### config.mk
export PLATFORM = sky130hd
export DESIGN_NAME = periodic_piecewise_linear_remap_top
export DESIGN_NICKNAME = d
export VERILOG_FILES = /design/src/hdl/pplr_pkg.sv /design/src/hdl/pplr_ram.sv /design/src/hdl/pplr_muldiv.sv /design/src/hdl/periodic_piecewise_linear_remap_top.sv
export SDC_FILE = /design/constraint.sdc
export NUM_CORES = 2
export LEC_CHECK = 0
export ABC_AREA = 0
export BUFFER_PORTS_ARGS = -buffer_cell sky130_fd_sc_hd__buf_2
export CORE_ASPECT_RATIO = 0.6
export CORE_MARGIN = 2
export CORE_UTILIZATION = 31
export CTS_BUF_LIST = sky130_fd_sc_hd__clkbuf_8 sky130_fd_sc_hd__clkbuf_16
export DETAILED_ROUTE_END_ITERATION = 12
export PLACE_DENSITY = 0.49
export RECOVER_POWER = 50
export SYNTH_ARGS = -nofsm -noshare
export SYNTH_HDL_FRONTEND = slang
export SYNTH_SLANG_ARGS = --single-unit
### constraint.sdc
create_clock -name clock -period 11.7 [get_ports clock]
set_input_delay 0.585 -clock clock [delete_from_list [all_inputs] [get_ports clock]]
set_output_delay 0.585 -clock clock [all_outputs]
set_load 0.03 [all_outputs]
### src/hdl/pplr_pkg.sv
// ----------------------------------------------------------------------------
// pplr_pkg
// Shared types, codes and helpers of the periodic piecewise-linear remap.
// ----------------------------------------------------------------------------
package pplr_pkg;

   localparam int MAX_PLANES   = 16;
   localparam int POS_W        = 32;
   localparam int DIFF_W       = 34;
   localparam int MAG_W        = 34;
   localparam int PROD_W       = 2 * MAG_W;
   localparam int QUOT_CAP_BIT = 40;
   localparam int QUOT_W       = QUOT_CAP_BIT + 1;
   localparam int SEG_W        = 4;
   localparam int SLOT_W       = 4;
   localparam int REGION_W     = 2;
   localparam int COUNT_W      = 5;
   localparam int BOX_W        = 31;
   localparam int CSR_IDX_W    = 1;
   localparam int CSR_DATA_W   = 31;

   localparam logic [QUOT_W-1:0] QUOT_CAP = {1'b1, {QUOT_CAP_BIT{1'b0}}};

   localparam logic ACT_LOAD = 1'b0;
   localparam logic ACT_MAP  = 1'b1;

   localparam logic [REGION_W-1:0] REGION_BELOW    = 2'd0;
   localparam logic [REGION_W-1:0] REGION_INTERIOR = 2'd1;
   localparam logic [REGION_W-1:0] REGION_ABOVE    = 2'd2;

   localparam logic [CSR_IDX_W-1:0] CSR_PLANE_COUNT = 1'b0;
   localparam logic [CSR_IDX_W-1:0] CSR_BOX_LENGTH  = 1'b1;

   typedef enum logic [2:0] {
      ST_IDLE,
      ST_SCAN,
      ST_SETUP,
      ST_MATH,
      ST_FIN
   } ctl_state_type;

   typedef enum logic [1:0] {
      MD_IDLE,
      MD_MUL,
      MD_DIV,
      MD_RND
   } md_state_type;

   typedef struct packed {
      logic             start;
      logic [MAG_W-1:0] mcand;
      logic [MAG_W-1:0] mplier;
      logic [MAG_W-1:0] divisor;
   } md_req_type;

   function automatic logic signed [DIFF_W-1:0] sext_pos(input logic [POS_W-1:0] v);
      return $signed({{(DIFF_W-POS_W){v[POS_W-1]}}, v});
   endfunction

   function automatic logic [MAG_W-1:0] mag_of(input logic signed [DIFF_W-1:0] v);
      logic signed [DIFF_W-1:0] n;
      n = -v;
      return v[DIFF_W-1] ? MAG_W'(n) : MAG_W'(v);
   endfunction

endpackage

### src/hdl/pplr_ram.sv
// ----------------------------------------------------------------------------
// pplr_ram
// Generic single-write, single-read RAM with a registered read port.
// ----------------------------------------------------------------------------
module pplr_ram #(
   parameter int WIDTH = 32,
   parameter int DEPTH = 16
) (
   input  logic                     clock,
   input  logic                     wr_en,
   input  logic [$clog2(DEPTH)-1:0] wr_addr,
   input  logic [WIDTH-1:0]         wr_data,
   input  logic [$clog2(DEPTH)-1:0] rd_addr,
   output logic [WIDTH-1:0]         rd_data
);

   logic [WIDTH-1:0] mem_ff [DEPTH];
   logic [WIDTH-1:0] rd_data_ff;

   always_ff @(posedge clock) begin
      if (wr_en) begin
         mem_ff[wr_addr] <= wr_data;
      end
      rd_data_ff <= mem_ff[rd_addr];
   end

   assign rd_data = rd_data_ff;

endmodule

### src/hdl/pplr_muldiv.sv
// ----------------------------------------------------------------------------
// pplr_muldiv
// Bit-serial multiply, restoring divide, round half up and cap of the quotient.
// ----------------------------------------------------------------------------
module pplr_muldiv
   import pplr_pkg::*;
(
   input  logic              clock,
   input  logic              reset,
   input  md_req_type        md_req,
   output logic              md_done,
   output logic [QUOT_W-1:0] md_quot
);

   localparam int STEP_W = $clog2(PROD_W);

   md_state_type      state_ff, state_in;
   logic [PROD_W-1:0] acc_ff, acc_in;
   logic [PROD_W-1:0] mcand_ff, mcand_in;
   logic [MAG_W-1:0]  mplier_ff, mplier_in;
   logic [MAG_W-1:0]  rem_ff, rem_in;
   logic [MAG_W-1:0]  div_ff, div_in;
   logic [STEP_W-1:0] step_ff, step_in;
   logic              done_ff, done_in;
   logic [QUOT_W-1:0] quot_ff, quot_in;

   logic [MAG_W:0]    rem_sh;
   logic [MAG_W:0]    rem_twice;
   logic [PROD_W-1:0] quot_rnd;

   always_comb begin
      state_in = state_ff;
      case (state_ff)
         MD_IDLE: if (md_req.start) state_in = MD_MUL;
         MD_MUL:  if (step_ff == STEP_W'(MAG_W - 1)) state_in = MD_DIV;
         MD_DIV:  if (step_ff == STEP_W'(PROD_W - 1)) state_in = MD_RND;
         MD_RND:  state_in = MD_IDLE;
         default: state_in = MD_IDLE;
      endcase
   end

   always_comb begin
      acc_in    = acc_ff;
      mcand_in  = mcand_ff;
      mplier_in = mplier_ff;
      rem_in    = rem_ff;
      div_in    = div_ff;
      step_in   = step_ff;
      done_in   = 1'b0;
      quot_in   = quot_ff;
      rem_sh    = {rem_ff, acc_ff[PROD_W-1]};
      rem_twice = {rem_ff, 1'b0};
      quot_rnd  = acc_ff + PROD_W'(rem_twice >= {1'b0, div_ff});
      case (state_ff)
         MD_IDLE: begin
            if (md_req.start) begin
               acc_in    = '0;
               mcand_in  = PROD_W'(md_req.mcand);
               mplier_in = md_req.mplier;
               div_in    = md_req.divisor;
               rem_in    = '0;
               step_in   = '0;
            end
         end
         MD_MUL: begin
            if (mplier_ff[0]) acc_in = acc_ff + mcand_ff;
            mcand_in  = {mcand_ff[PROD_W-2:0], 1'b0};
            mplier_in = {1'b0, mplier_ff[MAG_W-1:1]};
            step_in   = (step_ff == STEP_W'(MAG_W - 1)) ? '0 : step_ff + 1'b1;
         end
         MD_DIV: begin
            // shift in the next dividend bit, subtract when it fits
            if (rem_sh >= {1'b0, div_ff}) begin
               rem_in = MAG_W'(rem_sh - {1'b0, div_ff});
               acc_in = {acc_ff[PROD_W-2:0], 1'b1};
            end else begin
               rem_in = rem_sh[MAG_W-1:0];
               acc_in = {acc_ff[PROD_W-2:0], 1'b0};
            end
            step_in = step_ff + 1'b1;
         end
         MD_RND: begin
            quot_in = (quot_rnd > PROD_W'(QUOT_CAP)) ? QUOT_CAP : quot_rnd[QUOT_W-1:0];
            done_in = 1'b1;
         end
         default: begin
         end
      endcase
   end

   always_ff @(posedge clock) begin
      if (reset) begin
         state_ff <= MD_IDLE;
         done_ff  <= 1'b0;
      end else begin
         state_ff <= state_in;
         done_ff  <= done_in;
      end
      acc_ff    <= acc_in;
      mcand_ff  <= mcand_in;
      mplier_ff <= mplier_in;
      rem_ff    <= rem_in;
      div_ff    <= div_in;
      step_ff   <= step_in;
      quot_ff   <= quot_in;
   end

   assign md_done = done_ff;
   assign md_quot = quot_ff;

endmodule

### src/hdl/periodic_piecewise_linear_remap_top.sv
// ----------------------------------------------------------------------------
// periodic_piecewise_linear_remap_top
// Periodic piecewise-linear remap of Q16.16 coordinates over a plane table.
// ----------------------------------------------------------------------------
// A load item writes one before/after plane pair into two table RAMs and is
// taken with no result. A map item is worked on alone: the sequencer scans
// the used planes through the RAM read port, one entry per cycle, picks the
// segment, then a shared serial unit forms |d*dA| one bit per cycle, divides
// it by |dB| one quotient bit per cycle and rounds. A zero-width segment or a
// pass-through skips the serial unit. The result waits in an output register,
// so the next item is accepted while it is not yet taken. The tables come out
// of reset undefined; map only after all used slots are loaded.
// ----------------------------------------------------------------------------
module periodic_piecewise_linear_remap_top
   import pplr_pkg::*;
(
   input  logic                  clock,
   input  logic                  reset,
   input  logic                  req_valid,
   output logic                  req_stall,
   input  logic                  req_action,
   input  logic [SLOT_W-1:0]     req_plane_slot,
   input  logic [POS_W-1:0]      req_plane_before,
   input  logic [POS_W-1:0]      req_plane_after,
   input  logic [POS_W-1:0]      req_position,
   input  logic                  req_last_in,
   output logic                  rsp_valid,
   input  logic                  rsp_stall,
   output logic [POS_W-1:0]      rsp_mapped_position,
   output logic [REGION_W-1:0]   rsp_region,
   output logic [SEG_W-1:0]      rsp_segment,
   output logic                  rsp_last_out,
   input  logic                  csr_write_enable,
   input  logic [CSR_IDX_W-1:0]  csr_index,
   input  logic [CSR_DATA_W-1:0] csr_write_data
);

   localparam int IDX_W = $clog2(MAX_PLANES);
   localparam int NUM_W = $clog2(MAX_PLANES + 1);
   localparam int SUM_W = QUOT_W + 2;

   // configuration
   logic [COUNT_W-1:0] plane_count_ff;
   logic [BOX_W-1:0]   box_length_ff;

   ctl_state_type      state_ff, state_in;
   logic [NUM_W-1:0]   num_ff, num_in;
   logic [NUM_W-1:0]   cnt_ff, cnt_in;
   logic [POS_W-1:0]   pos_ff, pos_in;
   logic               last_ff, last_in;
   logic [POS_W-1:0]   b0_ff, b0_in, a0_ff, a0_in;
   logic [POS_W-1:0]   prev_b_ff, prev_b_in, prev_a_ff, prev_a_in;
   logic [POS_W-1:0]   lo_b_ff, lo_b_in, lo_a_ff, lo_a_in;
   logic [POS_W-1:0]   hi_b_ff, hi_b_in, hi_a_ff, hi_a_in;
   logic               found_ff, found_in;
   logic [SEG_W-1:0]   seg_ff, seg_in;
   logic [REGION_W-1:0] region_ff, region_in;
   logic [POS_W-1:0]   alo_ff, alo_in;
   logic               neg_ff, neg_in;
   logic [QUOT_W-1:0]  quot_ff, quot_in;
   logic               rsp_valid_ff, rsp_valid_in;
   logic [POS_W-1:0]   rsp_pos_ff, rsp_pos_in;
   logic [REGION_W-1:0] rsp_region_ff, rsp_region_in;
   logic [SEG_W-1:0]   rsp_seg_ff, rsp_seg_in;
   logic               rsp_last_ff, rsp_last_in;

   logic               req_take;
   logic               out_free;
   logic               tab_wr_en;
   logic [IDX_W-1:0]   tab_wr_addr;
   logic [IDX_W-1:0]   tab_rd_addr;
   logic [POS_W-1:0]   rd_b, rd_a;
   md_req_type         md_req;
   logic               md_done;
   logic [QUOT_W-1:0]  md_quot;

   logic signed [DIFF_W-1:0] op_d, op_da, op_db, gap_b, gap_a;
   logic signed [SUM_W-1:0]  sum;
   logic               in_seg;
   logic [NUM_W-1:0]   num_clamp;

   assign req_take = req_valid && !req_stall;
   assign req_stall = (state_ff != ST_IDLE);
   assign out_free = !rsp_valid_ff || !rsp_stall;

   // clamp plane count to 2..MAX_PLANES
   always_comb begin
      if (32'(plane_count_ff) < 2) num_clamp = NUM_W'(2);
      else if (32'(plane_count_ff) > MAX_PLANES) num_clamp = NUM_W'(MAX_PLANES);
      else num_clamp = NUM_W'(plane_count_ff);
   end

   // loads only land in idle, scans only read outside idle: no overlap
   assign tab_wr_en   = req_take && (req_action == ACT_LOAD) &&
                        (32'(req_plane_slot) < MAX_PLANES);
   assign tab_wr_addr = IDX_W'(req_plane_slot);
   assign tab_rd_addr = IDX_W'(cnt_ff);

   pplr_ram #(.WIDTH(POS_W), .DEPTH(MAX_PLANES)) u_before_ram (
      .clock   (clock),
      .wr_en   (tab_wr_en),
      .wr_addr (tab_wr_addr),
      .wr_data (req_plane_before),
      .rd_addr (tab_rd_addr),
      .rd_data (rd_b)
   );

   pplr_ram #(.WIDTH(POS_W), .DEPTH(MAX_PLANES)) u_after_ram (
      .clock   (clock),
      .wr_en   (tab_wr_en),
      .wr_addr (tab_wr_addr),
      .wr_data (req_plane_after),
      .rd_addr (tab_rd_addr),
      .rd_data (rd_a)
   );

   pplr_muldiv u_muldiv (
      .clock   (clock),
      .reset   (reset),
      .md_req  (md_req),
      .md_done (md_done),
      .md_quot (md_quot)
   );

   // segment operands, from the scan results
   always_comb begin
      gap_b = sext_pos(b0_ff) + DIFF_W'(box_length_ff) - sext_pos(prev_b_ff);
      gap_a = sext_pos(a0_ff) + DIFF_W'(box_length_ff) - sext_pos(prev_a_ff);
      if ($signed(pos_ff) >= $signed(prev_b_ff)) begin
         op_d  = sext_pos(pos_ff) - sext_pos(prev_b_ff);
         op_da = gap_a;
         op_db = gap_b;
      end else if (found_ff) begin
         op_d  = sext_pos(pos_ff) - sext_pos(lo_b_ff);
         op_da = sext_pos(hi_a_ff) - sext_pos(lo_a_ff);
         op_db = sext_pos(hi_b_ff) - sext_pos(lo_b_ff);
      end else begin
         op_d  = sext_pos(pos_ff) - sext_pos(b0_ff);
         op_da = gap_a;
         op_db = gap_b;
      end
   end

   assign in_seg = ($signed(pos_ff) >= $signed(prev_b_ff)) &&
                   ($signed(pos_ff) < $signed(rd_b));
   assign sum = neg_ff ? (SUM_W'($signed(alo_ff)) - $signed({2'b00, quot_ff}))
                       : (SUM_W'($signed(alo_ff)) + $signed({2'b00, quot_ff}));

   // next state
   always_comb begin
      state_in = state_ff;
      case (state_ff)
         ST_IDLE:  if (req_take && (req_action == ACT_MAP)) state_in = ST_SCAN;
         ST_SCAN:  if (cnt_ff == num_ff) state_in = ST_SETUP;
         ST_SETUP: begin
            if ((op_db == '0) || ($signed(pos_ff) < $signed(prev_b_ff) && !found_ff &&
                 $signed(pos_ff) >= $signed(b0_ff))) state_in = ST_FIN;
            else state_in = ST_MATH;
         end
         ST_MATH:  if (md_done) state_in = ST_FIN;
         ST_FIN:   if (out_free) state_in = ST_IDLE;
         default:  state_in = ST_IDLE;
      endcase
   end

   // datapath updates
   always_comb begin
      num_in    = num_ff;
      cnt_in    = cnt_ff;
      pos_in    = pos_ff;
      last_in   = last_ff;
      b0_in     = b0_ff;
      a0_in     = a0_ff;
      prev_b_in = prev_b_ff;
      prev_a_in = prev_a_ff;
      lo_b_in   = lo_b_ff;
      lo_a_in   = lo_a_ff;
      hi_b_in   = hi_b_ff;
      hi_a_in   = hi_a_ff;
      found_in  = found_ff;
      seg_in    = seg_ff;
      region_in = region_ff;
      alo_in    = alo_ff;
      neg_in    = neg_ff;
      quot_in   = quot_ff;
      md_req    = '0;
      rsp_valid_in  = rsp_valid_ff && rsp_stall;
      rsp_pos_in    = rsp_pos_ff;
      rsp_region_in = rsp_region_ff;
      rsp_seg_in    = rsp_seg_ff;
      rsp_last_in   = rsp_last_ff;
      case (state_ff)
         ST_IDLE: begin
            if (req_take && (req_action == ACT_MAP)) begin
               num_in   = num_clamp;
               cnt_in   = '0;
               pos_in   = req_position;
               last_in  = req_last_in;
               found_in = 1'b0;
               seg_in   = '0;
            end
         end
         ST_SCAN: begin
            // data of entry cnt-1 is on the read port
            cnt_in = cnt_ff + 1'b1;
            if (cnt_ff == NUM_W'(1)) begin
               b0_in = rd_b;
               a0_in = rd_a;
            end
            if (cnt_ff > NUM_W'(1) && in_seg) begin
               found_in = 1'b1;
               seg_in   = SEG_W'(cnt_ff - NUM_W'(2));
               lo_b_in  = prev_b_ff;
               lo_a_in  = prev_a_ff;
               hi_b_in  = rd_b;
               hi_a_in  = rd_a;
            end
            if (cnt_ff != '0) begin
               prev_b_in = rd_b;
               prev_a_in = rd_a;
            end
         end
         ST_SETUP: begin
            neg_in  = op_d[DIFF_W-1] ^ op_da[DIFF_W-1] ^ op_db[DIFF_W-1];
            quot_in = '0;
            if ($signed(pos_ff) >= $signed(prev_b_ff)) begin
               region_in = REGION_ABOVE;
               seg_in    = '0;
               alo_in    = prev_a_ff;
            end else if (found_ff) begin
               region_in = REGION_INTERIOR;
               alo_in    = lo_a_ff;
            end else if ($signed(pos_ff) < $signed(b0_ff)) begin
               region_in = REGION_BELOW;
               alo_in    = a0_ff;
            end else begin
               // no rule matched: pass the coordinate through
               region_in = REGION_INTERIOR;
               seg_in    = '0;
               alo_in    = pos_ff;
            end
            if (state_in == ST_MATH) begin
               md_req.start   = 1'b1;
               md_req.mcand   = mag_of(op_d);
               md_req.mplier  = mag_of(op_da);
               md_req.divisor = mag_of(op_db);
            end
         end
         ST_MATH: begin
            if (md_done) quot_in = md_quot;
         end
         ST_FIN: begin
            if (out_free) begin
               rsp_valid_in  = 1'b1;
               if (sum > SUM_W'($signed(32'sh7fffffff))) rsp_pos_in = 32'h7fffffff;
               else if (sum < SUM_W'($signed(32'sh80000000))) rsp_pos_in = 32'h80000000;
               else rsp_pos_in = sum[POS_W-1:0];
               rsp_region_in = region_ff;
               rsp_seg_in    = seg_ff;
               rsp_last_in   = last_ff;
            end
         end
         default: begin
         end
      endcase
   end

   always_ff @(posedge clock) begin
      if (reset) begin
         state_ff       <= ST_IDLE;
         rsp_valid_ff   <= 1'b0;
         plane_count_ff <= COUNT_W'(2);
         box_length_ff  <= BOX_W'(65536);
      end else begin
         state_ff     <= state_in;
         rsp_valid_ff <= rsp_valid_in;
         if (csr_write_enable && csr_index == CSR_PLANE_COUNT) begin
            plane_count_ff <= csr_write_data[COUNT_W-1:0];
         end
         if (csr_write_enable && csr_index == CSR_BOX_LENGTH) begin
            box_length_ff <= csr_write_data[BOX_W-1:0];
         end
      end
      num_ff        <= num_in;
      cnt_ff        <= cnt_in;
      pos_ff        <= pos_in;
      last_ff       <= last_in;
      b0_ff         <= b0_in;
      a0_ff         <= a0_in;
      prev_b_ff     <= prev_b_in;
      prev_a_ff     <= prev_a_in;
      lo_b_ff       <= lo_b_in;
      lo_a_ff       <= lo_a_in;
      hi_b_ff       <= hi_b_in;
      hi_a_ff       <= hi_a_in;
      found_ff      <= found_in;
      seg_ff        <= seg_in;
      region_ff     <= region_in;
      alo_ff        <= alo_in;
      neg_ff        <= neg_in;
      quot_ff       <= quot_in;
      rsp_pos_ff    <= rsp_pos_in;
      rsp_region_ff <= rsp_region_in;
      rsp_seg_ff    <= rsp_seg_in;
      rsp_last_ff   <= rsp_last_in;
   end

   assign rsp_valid           = rsp_valid_ff;
   assign rsp_mapped_position = rsp_pos_ff;
   assign rsp_region          = rsp_region_ff;
   assign rsp_segment         = rsp_seg_ff;
   assign rsp_last_out        = rsp_last_ff;

   // a new result only comes out of the finish step
   a_rsp_from_fin: assert property (@(posedge clock) disable iff (reset)
      $rose(rsp_valid_ff) |-> $past(state_ff == ST_FIN))
      else $error("result raised outside finish step");

   // a load item never starts a sequence
   a_load_stays_idle: assert property (@(posedge clock) disable iff (reset)
      (req_take && req_action == ACT_LOAD) |=> (state_ff == ST_IDLE))
      else $error("load item left idle");

   // the serial unit reports only while the sequencer waits on it
   a_done_in_math: assert property (@(posedge clock) disable iff (reset)
      md_done |-> (state_ff == ST_MATH))
      else $error("unexpected divider completion");

endmodule

# Yosys cells after proc, flatten, opt, wreduce, memory -nomap -nowiden
# Memories as Yosys holds them, arrays and structs flattened. A register that Yosys moved wholly into a read port is not among the register bits.
# Cells that the tools add are included.
[word_totals]
mem_count = 2
out_inout_bits = 41
elab_cells = 203
register_bits = 748
ramBits = 1024
[memory_table]
columns = ["name", "words", "width", "rd", "rd_clocked_by_memory_dff", "wr", "line", "source"]
rows = [
  ["u_after_ram.mem_ff", 16, 32, 1, 1, 1, "pplr_ram.sv:17", "logic [WIDTH-1:0] mem_ff [DEPTH];"],
  ["u_before_ram.mem_ff", 16, 32, 1, 1, 1, "pplr_ram.sv:17", ""],
]
[classes]
reduce_logical = 45
n_addsub = 20
bitwise_logic = 4
eq_ne = 21
magnitude_cmp = 13
n_mux = 61
[op_table]
columns = ["operator", "count"]
rows = [
  ["34-bit 2-to-1 mux", 12],
  ["103-bit 2-to-1 mux", 2],
  ["68-bit 2-to-1 mux", 3],
  ["68-bit case mux with 3 select lines", 1],
  ["32-bit by 32-bit subtractor with 33-bit output", 5],
  ["34-bit case mux with 2 select lines", 2],
  ["68-bit case mux with 2 select lines", 1],
  ["32-bit 2-to-1 mux", 4],
  ["34-bit negator", 3],
  ["32-bit < comparator", 3],
  ["41-bit case mux with 2 select lines", 1],
  ["35-bit by 34-bit >= comparator with 1-bit output", 2],
  ["68-bit by 1-bit adder with 68-bit output", 1],
  ["68-bit adder", 1],
  ["68-bit by 41-bit greater-than comparator with 1-bit output, second input constant", 1],
  ["33-bit by 32-bit subtractor with 34-bit output", 2],
  ["32-bit by 32-bit adder with 33-bit output", 2],
  ["32-bit >= comparator", 2],
  ["32-bit by 42-bit adder with 43-bit output", 1],
  ["43-bit by 32-bit greater-than comparator with 1-bit output, second input constant", 1],
  ["43-bit by 32-bit < comparator with 1-bit output, second input constant", 1],
  ["43-bit 2-to-1 mux", 1],
  ["32-bit by 42-bit subtractor with 43-bit output", 1],
  ["41-bit 2-to-1 mux", 1],
  ["other kinds (46)", 110],
]

# Logic depth before layout (Yosys ltp)
[depth]
word_depth = 13
depth_mapped = 30
ltp_nobuf = 27

# Modules after synthesis
# Synthesis repeated with hierarchy kept, for this count alone.
[unflattened]
hier_cells = 8379
area_unflattened_um2 = 100224.9
[modules_own_cells]
columns = ["mod", "seq_area_each_um2", "instances", "area_per_inst_um2", "cells_each"]
rows = [
  ["periodic_piecewise_linear_remap_top", 13382.8, 1, 40885.5, 4749],
  ["pplr_ram", 16015.4, 2, 19835.3, 838],
  ["pplr_muldiv", 8648.3, 1, 19668.9, 1954],
]

# Worst setup path after synthesis
# Ideal clock, no wire load.
[synth_timing]
path_kind = "reg2reg"
start = "register pos_ff[1]"
end = "register u_muldiv.mcand_ff[0] (enable)"
path_buffers = 5
setup_slack_ps = 1975
arrival_ps = 8220
path_stages_with_launch = 27
synth_period_minus_slack_ps = 9725
cell_sequence = "edfxtp_1 -> ha_1 -> nor2b_1 -> o31a_1 -> o21ai_1 -> a21oi_4 -> a21boi_2 -> o32a_4 -> nand2_4 -> buf_2 -> buf_1 -> clkbuf_1 -> clkbuf_1 -> nor2_1 -> a21oi_1 -> ha_1 -> nand2_1 -> nor3_1 -> nand3_1 -> a222oi_1 -> o211ai_1 -> a2111oi_2 -> or3_1 -> buf_4 -> inv_2 -> nand2_1 -> o21ai_0"
[synth_between]
elab_chain_cells = 11
elab_cells_between_ends = 15
[synth_lines]
columns = ["element", "line", "source"]
rows = [
  ["from (decl)", "periodic_piecewise_linear_remap_top.sv:49", "logic [POS_W-1:0] pos_ff, pos_in;"],
  ["from (signal assigned)", "periodic_piecewise_linear_remap_top.sv:286", "pos_ff <= pos_in;"],
  ["32-bit >= comparator / 32-bit < comparator (equally long branches)", "periodic_piecewise_linear_remap_top.sv:129, periodic_piecewise_linear_remap_top.sv:156", ""],
  ["34-bit 2-to-1 mux / 1-bit logical AND (equally long branches)", "periodic_piecewise_linear_remap_top.sv:129, periodic_piecewise_linear_remap_top.sv:156", ""],
  ["34-bit zero test / 1-bit logical AND (equally long branches)", "periodic_piecewise_linear_remap_top.sv:156", "if ((op_db == '0) || ($signed(pos_ff) < $signed(prev_b_ff) && !found_ff &&"],
  ["1-bit logical OR *", "periodic_piecewise_linear_remap_top.sv:156", ""],
  ["3-bit 2-to-1 mux *", "periodic_piecewise_linear_remap_top.sv:156", ""],
  ["3-bit case mux with 5 select lines *", "periodic_piecewise_linear_remap_top.sv:152", "case (state_ff)"],
  ["3-bit by 2-bit == test with 1-bit output *", "periodic_piecewise_linear_remap_top.sv:242", "if (state_in == ST_MATH) begin"],
  ["103-bit 2-to-1 mux *", "periodic_piecewise_linear_remap_top.sv:242", ""],
  ["103-bit 2-to-1 mux *", "periodic_piecewise_linear_remap_top.sv:192", "case (state_ff)"],
  ["2-bit != test (no source line) *", "n/a", ""],
  ["2-bit AND reduction (no source line) *", "n/a", ""],
  ["to (signal assigned)", "pplr_muldiv.sv:100", "mcand_ff <= mcand_in;"],
  ["to (decl)", "pplr_muldiv.sv:19", "logic [PROD_W-1:0] mcand_ff, mcand_in;"],
]
# Mark *: on every way between the ends. The rest lies on a longest branch, timed or not.
# A chain may end at the register's enable or synchronous reset.

==> reports/metrics.sh <==
FINAL_NETS=8650
LAYOUT_COMMONEST_CELL='edfxtp_1'
POST_SYNTH.CELL_AREA_AVG_SQ_UM=12.43
NETLIST_TOP_CELLS_AREA='edfxtp_1 (53%), mux4_2 (7.4%), ha_1 (5.4%)'
WORSTHOLDPATHTYPE='in2reg'
CELLPOWERDENSITY_mW_PER_MM2=153.5
GRT_PASS1_VIAS=62800
FINAL.MIN_CLOCK_PERIOD_NS=9.450
MAPPEDNETLISTNETS=8448
DRV_SLEW=662
GRT_START_MAX_NET_PINS=122
CTS_MAX_PATH_BUFFERS=4
FINAL-HOLD-VIOLATION-COUNT=0
MAX-VDD-IR-DROP_V=0.0001201
ACHIEVABLE_FREQ_GHz=0.1058
RUN_STATUS='complete, but fails checks'
CELL_TAKING_THE_MOST_AREA_AFTER_SYNTHESIS='edfxtp_1'
FIN_CRIT_SH=0.8077
GRT_OVERFLOW=0
TIMING.SETUP.CRITICAL_PATH_CLASS='reg2reg'
CLOCK-ROOT-BUFFER='clkbuf_16'
STATIC-LEAKAGE-POWER_nW=38.74
CTS_RESIZED=0
NUMCLOCKSINKS=1836
MAXIMUM_CAPACITANCE_VIOLATIONS=14
DESIGN.CORE.AREA_SQ_MM=0.3123
ANT_NETS=0
SYNTH.LIB_CELLS_USED.DISTINCT=106
POST-ROUTE-DRC-COUNT=0
REGISTER_BIT_COUNT_REPORTED_BY_YOSYS=1836
CLOCK_TREE_FROM_TRITONCTS='done'
FLOORPLAN.INITIALDENSITY=0.3111
LAYOUT.CELLS.NON_FILLER=12360
CTSHTREEMAXLEVEL=4
ASYNC_FLOP_SHARE=0
VIAS=66130
CRITICAL_PATH_ARRIVAL_NS=10.12
TOTAL_POWER_mW=16.79
PLACE.GP.CONGESTION=0.9830
INSERTION_DELAY_NS=0.93
FINALSETUPVIOLCOUNT=0
FP.DIEAREA_SQ_MM=0.3181
NUMPLACEDINSTANCES=11960
GRT_PASS1_WL_MM=463.8
CRITPATHREQUIREDTIME_NS=12.37
SYNTH_TOP_AREA_SHARE=0.5342
NUMBER_OF_ANTENNA_VIOLATIONS_AT_THE_FIRST_CHECK_IN_GLOBAL_ROUTING=29
CLK_SLEW_ON_WORST_S_H_PATHS_NS=0.06
DIE_H_UM=437.7
NETLIST_AREA_SQ_MM=0.09718
FIN_WS_NS=2.250
SYNTH_INSTANCES=7816
UNREPAIRED_SETUP_ENDPOINTS_AFTER_GLOBAL_ROUTING='false'
FINAL.SETUP.TNS_NS=0
AREA.GROWTH.SYNTH_TO_FINAL_PCT=12.56
SYNTH-EDFF-COUNT=1729
MOSTFREQUENTLAYOUTCELLS='edfxtp_1 (1729), nand2_1 (598), a21oi_1 (561)'
MAX-SLEW-MARGIN-REL=-4.594
NUMCTSBUFFERS=190
PLACEMENTROWS=159
IOPINCOUNT=180
FAILING_CHECKS='capacitance limit, slew limit'
PLACE_WS_NS=2.781
WORST_SLEW_PIN_SLEW_NS=8.391
DETAILEDROUTE.FIRSTITERATIONVIOLATIONS=7438
DETAIL_ROUTE.FIRST_PASS.ITERATIONS=6
DRIVE_ABOVE_1_SHARE=0.1033
WORST_PATH_FANOUT_MAX=121
FINCLKSKEW_NS=0.1178
DIE_X_UM=726.8
FINALWIRELENGTH_MM=327.2
DETAILEDPLACEMENTHPWL_MM=236.0
FILLER_CELL_COUNT=30530
VIASPERCELL=5.352
GRTUSAGETOTAL=0.2002
ROUTED_WIRE_LENGTH_PER_INSTANCE_UM=26.48
YOSYSSEQAREASHARE=0.5563
HOLDBUFCOUNTCTS=54
PORTBUFFERS=179
CTS_SETUP_BUFFERS=0
YS_WARN_COUNT=0
DOMINANTREGCELLSYNTH='edfxtp_1'
END_KIND='flop'
CRITICAL_PATH.STARTPOINT_TYPE='flop'
[per-stage QoR]
stage	hold slack [ns]	instance area [sq um]	util
after floorplan	0.4003	97180	-
after global placement	0.4125	103100	0.3300
after detailed placement	0.4083	103100	0.3300
after CTS	0.0006464	109600	0.3509
after global routing	0.04024	109400	0.3502
final	0.06939	109400	0.3502
[registers in the layout (all words and copies together), names as in the netlist, 34 cells and up]
name / count
quot_ff: 41
u_muldiv.acc_ff: 68
u_muldiv.div_ff: 34
u_muldiv.rem_ff: 34
u_muldiv.mcand_ff: 68
u_before_ram.mem_ff: 512
u_muldiv.mplier_ff: 34
u_muldiv.md_quot: 41
u_after_ram.mem_ff: 512
[synthesized netlist by cell type (35+ instances only)]
cell,number
a211oi_1,57
a21o_1,190
a21oi_1,562
a22oi_1,46
a31oi_1,71
and2_1,83
and3_1,108
buf_1,41
clkbuf_1,246
dfxtp_1,107
edfxtp_1,1729
fa_1,70
ha_1,423
inv_1,505
mux2i_1,76
mux4_2,320
nand2_1,598
nand2b_1,59
nand3_1,129
nand4_1,77
nor2_1,481
nor2b_1,121
nor3_1,122
o211ai_1,35
o21a_1,77
o21ai_0,388
o21bai_1,47
o31ai_1,48
or3_1,40
xnor2_1,300
xor2_1,196
[path summary, 6_finish.rpt]
| kind | from | endpoint | slack (ns) | cells after the start |
|---|---|---|---|---|
| max reg2reg | cnt_ff[1]$_SDFFCE_PN0P_ | u_after_ram.rd_data[0]$_DFF_P_ | 2.25 | 5 |
| max | cnt_ff[1]$_SDFFCE_PN0P_ | u_after_ram.rd_data[0]$_DFF_P_ | 2.25 | 5 |
| min reg2reg | seg_ff[3]$_SDFFCE_PN0P_ | rsp_segment[3]$_DFFE_PP_ | 0.42 | 0 |
| min | csr_write_data[26] | box_length_ff[26]$_SDFFE_PP0P_ | 0.07 | 3 |
[critical path: stages, from the launching register on]
cell	delay (ns)
edfxtp_1	0.34
buf_4	0.56
clkbuf_1	5.69
buf_4	1.35
mux4_2	0.42
mux4_2	0.61
[report_power, final]
group / internal (mW) / leakage, nW / switching, mW
clock: 3.32 / 3.11 / 2.68
sequential: 7.41 / 16.5 / 0.234
combinational: 1.13 / 19.1 / 2.01
[layout make-up]
| type | count | area, sq um | area share |
|---|---|---|---|
| Tap cell | 4186 | 5238 | 0.04788 |
| Multi-Input combinational cell | 5148 | 40140 | 0.3670 |
| Clock inverter | 135 | 969.7 | 0.008865 |
| Clock buffer | 207 | 5034 | 0.04602 |
| Inverter | 506 | 1902 | 0.01739 |
| Sequential cell | 1836 | 54060 | 0.4942 |
| Timing Repair Buffer | 336 | 2038 | 0.01863 |
| Antenna cell | 1 | 2.502 | 0.00002288 |
[logic make-up after synthesis]
logic type | count (synthesis) | share of synthesized area
xor gates and xnor gates | 496 | 0.04470
adders and majority gates | 493 | 0.06888
AOI/OAI and AO/OA | 1790 | 0.1167
and+or+nand+nor | 1965 | 0.09747
buffers and inverters | 832 | 0.03288
muxes | 404 | 0.08303
DFF | 1836 | 0.5563
[layer usage]
metal  track usage  share of wire  vias to the layer above
met2        0.2676           0.39                     2512
met3       0.05911           0.10                      296
li1              -              -                    29800
met4       0.03510          0.018                        0
met1        0.3165           0.49                    33520
met5             0              0                        -
Note: power is estimated with default switching activity, not from simulation.
